## src/zlema_ram.sv

```systemverilog
module zlema_ram #(
    parameter int WIDTH = 32,
    parameter int DEPTH = 64
) (
    input  logic                                   i_clk,
    input  logic                                   i_we,
    input  logic [((DEPTH > 1) ? $clog2(DEPTH) : 1)-1:0] i_waddr,
    input  logic [WIDTH-1:0]                       i_wdata,
    input  logic                                   i_re,
    input  logic [((DEPTH > 1) ? $clog2(DEPTH) : 1)-1:0] i_raddr,
    output logic [WIDTH-1:0]                       o_rdata
);

    logic [WIDTH-1:0] r_mem [DEPTH];
    logic [WIDTH-1:0] r_rdata;

    always_ff @(posedge i_clk) begin
        if (i_re) begin
            r_rdata <= r_mem[i_raddr];
        end
        if (i_we) begin
            r_mem[i_waddr] <= i_wdata;
        end
    end

    assign o_rdata = r_rdata;

endmodule

```

## config.mk

```make
export PLATFORM = sky130hd
export DESIGN_NAME = zlema_ram
export DESIGN_NICKNAME = d
export VERILOG_FILES = /design/src/zlema_ram.sv
export SDC_FILE = /design/constraint.sdc
export NUM_CORES = 2
export LEC_CHECK = 0
export BUFFER_PORTS_ARGS = -buffer_cell sky130_fd_sc_hd__buf_2
export CAP_MARGIN = 20
export CORE_MARGIN = 5
export CORE_UTILIZATION = 25
export CTS_CLUSTER_SIZE = 24
export DETAILED_ROUTE_END_ITERATION = 10
export PLACE_DENSITY = 0.42
export REMOVE_ABC_BUFFERS = 1
export SLEW_MARGIN = 20
export SYNTH_ARGS = -nofsm -noshare
export SYNTH_HDL_FRONTEND = slang
export SYNTH_SLANG_ARGS = --single-unit
```

## constraint.sdc

```tcl
create_clock -name i_clk -period 4.1 [get_ports i_clk]
set_input_delay 0.82 -clock i_clk [delete_from_list [all_inputs] [get_ports i_clk]]
set_output_delay 0.82 -clock i_clk [all_outputs]
set_load 0.1 [all_outputs]
```

=== Yosys cells after proc, flatten, opt, wreduce, memory -nomap -nowiden ===
Memory sizes are Yosys's and may differ from the RTL's. A register that Yosys moved wholly into a read port is not among the register bits.
Cells that the tools add are included.
Widths: inputs -> output; s select.

* Register bits: 0
* Bits in writable memories: 2048
* Input bits: 47
* Output and inout port bits: 32
* Logic and storage cells: 3
* Memories: 1

* Muxes and demuxes: 2

{| class="wikitable"
|+ Memories
! name !! depth !! width !! rd ports !! clocked after memory_dff !! write ports !! line !! source
|-
| r_mem || 64 || 32 || 1 || 1 || 1 || 14 || <nowiki>logic [WIDTH-1:0] r_mem [DEPTH];</nowiki>
|}

{| class="wikitable"
|+ Operator list
! kind !! number
|-
| $mux 1 || 2
|}

=== Depth between registers and ports, before layout ===
* Word-level depth: 2
* Gate-level depth with buffers: 10
* Mapped depth without buffers: 5

=== Worst setup path before layout ===
Ideal clock, no wire load.

* Path kind: in2reg
* From: input port i_waddr[3] (netlist name)
* To: memory r_mem[48][0] (enable)
* Library setup time: 0.461 ns
* Data arrival time: 3.519 ns
* Data required time: 3.639 ns
* Slack: 0.120 ns
* Cell stages on the path: 4
* Buffers on the path: 1
* Path through: clkbuf_1 > nor2b_1 > nand4b_1 > nor3_1

{| class="wikitable"
|+ RTL lines
! item !! line !! source
|-
| from (decl) || 7 || <nowiki>input logic [((DEPTH > 1) ? $clog2(DEPTH) : 1)-1:0] i_waddr,</nowiki>
|-
| to (decl) || 14 ||
|}

Straight into the memory's write port.

==> results.txt <==
Count of final setup violators: 0
CTS buffer count: 222
Layout cell share with drive strength beyond 1: 0.331
Die Y: 572 microns
Drt first-iter violations: 3486
First-pass GRT wire length: 332 mm
Min cycle time layout: 2.97 ns
Worst-Margin Slew: 1.06 ns
CTS Sinks: 2080
Detailed Place HPWL: 143 mm
Clock skew: 0.0247 ns
Worst ir drop on vdd: 0.401 mV
Post-CTS setup buffer count: 0
Share of the synthesized area in the top cell type: 0.792
NumNets Final: 3784
Vias: 37500
Syn-to-layout area delta: 19.3%
Register area share after synthesis: 0.792
Met1 GRT Util: 0.202
Die X: 572 microns
Max Slew Vio Count: 0
Gr busiest metal: met2
Synthesis-stage register bit count: 2080
WS Path Type: input pin to flop
Root buffer cell: clkbuf_16
P_leak: 0.0288 uW
Netlist cell types: 33
Pre-CTS worst setup slack: 0.131 ns
DRC viols: 0
Worst-Skew Late Latency: 0.87 ns
Clock-pin transition on the worst setup and hold timing paths: 0.06 ns
Critical path endpoint category: flop
Max clock buf depth: 3
Largest area contributor in the netlist: edfxtp_1
Buffers on Ports: 78
Routed Antenna Nets: 0
RSZ-0062 raised after global routing: false
Fill count: 30300
Worst hold path class: input pin to flop
Crit start category: input pin
Final worst setup slack: 1.13 ns
Top Ports: 79
Final non-filler cell total: 8096
Fmax: 337 MHz
Final Hold Viols: 0
Gr ovfl total: 0
CTS tree: built
Routability congestion estimate: 0.739
Wirelength, routed: 244 mm
P per Cell Area: 484 nW/um^2
H-tree Lvls: 4
Slew headroom: 0.294
Die area: 327000 sq um
Vias per inst: 4.63
Placed cells: 7672
Syn Area/Cell: 23.7 sq um
Crit path DAT: 3.57 ns
Mapped Cells: 3324
Status: finished, final reports clean
Vias in the first global route: 38900
Post_cts resized: 0
Starting Density: 0.251
Initial antenna violation count: 27
MaxCap Viol Count: 0
Fin crit share: 0.724
# hold bufs at CTS: 0
Crit path required time: 4.70 ns
Core Rows: 206
DRT Pass-1 Iters: 5
Crit-path max FO: 28
Largest net degree at the start of global routing: 65
Total global-route track usage: 0.147
Core ar.: 314000 sq um
Met3 Use GR: 0.0220
Cell area after layout: 94100 sq um
Top cells by area, synth: edfxtp_1, mux4_2, mux2i_1
Global routing met2 resource utilization: 0.245
DR WL/cell: 30.1 microns
Mapped Area: 78800 sq um
Dpl cell area: 87100 sq um
Ys Warns: 0
[layout by cell type (no fill, tap or decap), types with 3 or more instances in the layout]
cell type and count:
a21oi_1 62, a22oi_1 12, a311oi_1 8, a41o_1 4, and3_1 4, buf_12 65
buf_2 69, buf_4 233, buf_8 3, bufinv_16 13, clkbuf_1 44, clkbuf_16 226
clkinv_1 58, clkinv_2 49, clkinv_4 6, clkinvlp_4 6, diode_2 9, edfxtp_1 2080
inv_6 6, mux2i_1 93, mux4_2 544, nand2_1 25, nand2b_1 7, nand3_1 5
nand3b_1 5, nor2_1 75, nor2_4 62, nor2b_1 15, nor3_1 5, o221ai_1 27
o22ai_1 84, or3_1 3, or3b_2 3
[through the flow]
step | power, uW | hold slack [ns] | util | TNS [ns]
floorplan | 25200 | 0.750 | - | 0
global placement | 26800 | 0.860 | 0.277 | -0.0155
detailed placement | 26800 | 0.892 | 0.277 | 0
CTS | 46100 | 0.403 | 0.299 | 0
global route | 47100 | 0.422 | 0.299 | 0
finish | 45500 | 0.470 | 0.299 | 0
[state kept, by name, summed over array words and instances, names as in the netlist]
signal,cells
r_mem,2048
o_rdata,32
[layout make-up]
| type | instances | area (sq um) | share of cell area |
|---|---|---|---|
| Multi-Input combinational cell | 1062 | 16000 | 0.170 |
| Clock inverter | 144 | 1120 | 0.0119 |
| Clock buffer | 270 | 5820 | 0.0619 |
| Antenna cell | 9 | 22.5 | 0.000239 |
| Timing Repair Buffer | 371 | 3450 | 0.0367 |
| Sequential cell | 2080 | 62500 | 0.664 |
| Tap cell | 4160 | 5200 | 0.0553 |
[cell usage after synthesis (all sizes together)]
library cell and number:
nor2b 15, nand4 2, mux2i 93, mux4 544, buf 108, o221ai 27
or3b 5, nand4b 1, edfxtp 2080, or3 3, a22oi 12, a21oi 62
and3 4, nand3b 5, nand2b 8, nor2 137, nor3 7, nand3 5
a31oi 1, a41o 4, o32ai 4, clkbuf 74, and2 2, or2 3
nand2 26, a311oi 8, o22ai 84
[power breakdown]
group	switching, uW	internal, uW	total (uW)
logic	1720	898	2620
registers	88.7	23600	23700
clock network	8340	10900	19200
[worst max-delay path: stages]
cell and delay [ns]:
buf_8 0.25, buf_12 0.22, buf_12 0.26, buf_12 0.23
mux4_2 0.51, mux4_2 0.60, o22ai_1 0.44, nor2_1 0.09
[worst paths after layout]
kind	cells after the start	from	slack [ns]	end
setup reg to reg	4	r_mem[59][0]	1.72	o_rdata[0]
hold reg to reg	4	r_mem[12][20]	0.92	o_rdata[20]
setup / recovery	8	i_raddr[0]	1.13	o_rdata[21]
hold / removal	1	i_wdata[18]	0.47	r_mem[27][18]
[cells by family after synthesis]
| group | count (synthesis) | share of synthesized area |
|---|---|---|
| simple gates | 223 | 0.0126 |
| mux | 637 | 0.167 |
| compound gates | 202 | 0.0167 |
| flops | 2080 | 0.792 |
| buf+inv | 182 | 0.0112 |
[layer usage]
layer | part of all wire | vias to the layer above
met3 | 0.046 | 272
met5 | 0.00025 | -
li1 | - | 15200
met4 | 0.022 | 10
met1 | 0.44 | 21100
met2 | 0.49 | 980
Note: power is estimated with default switching activity, not from simulation.
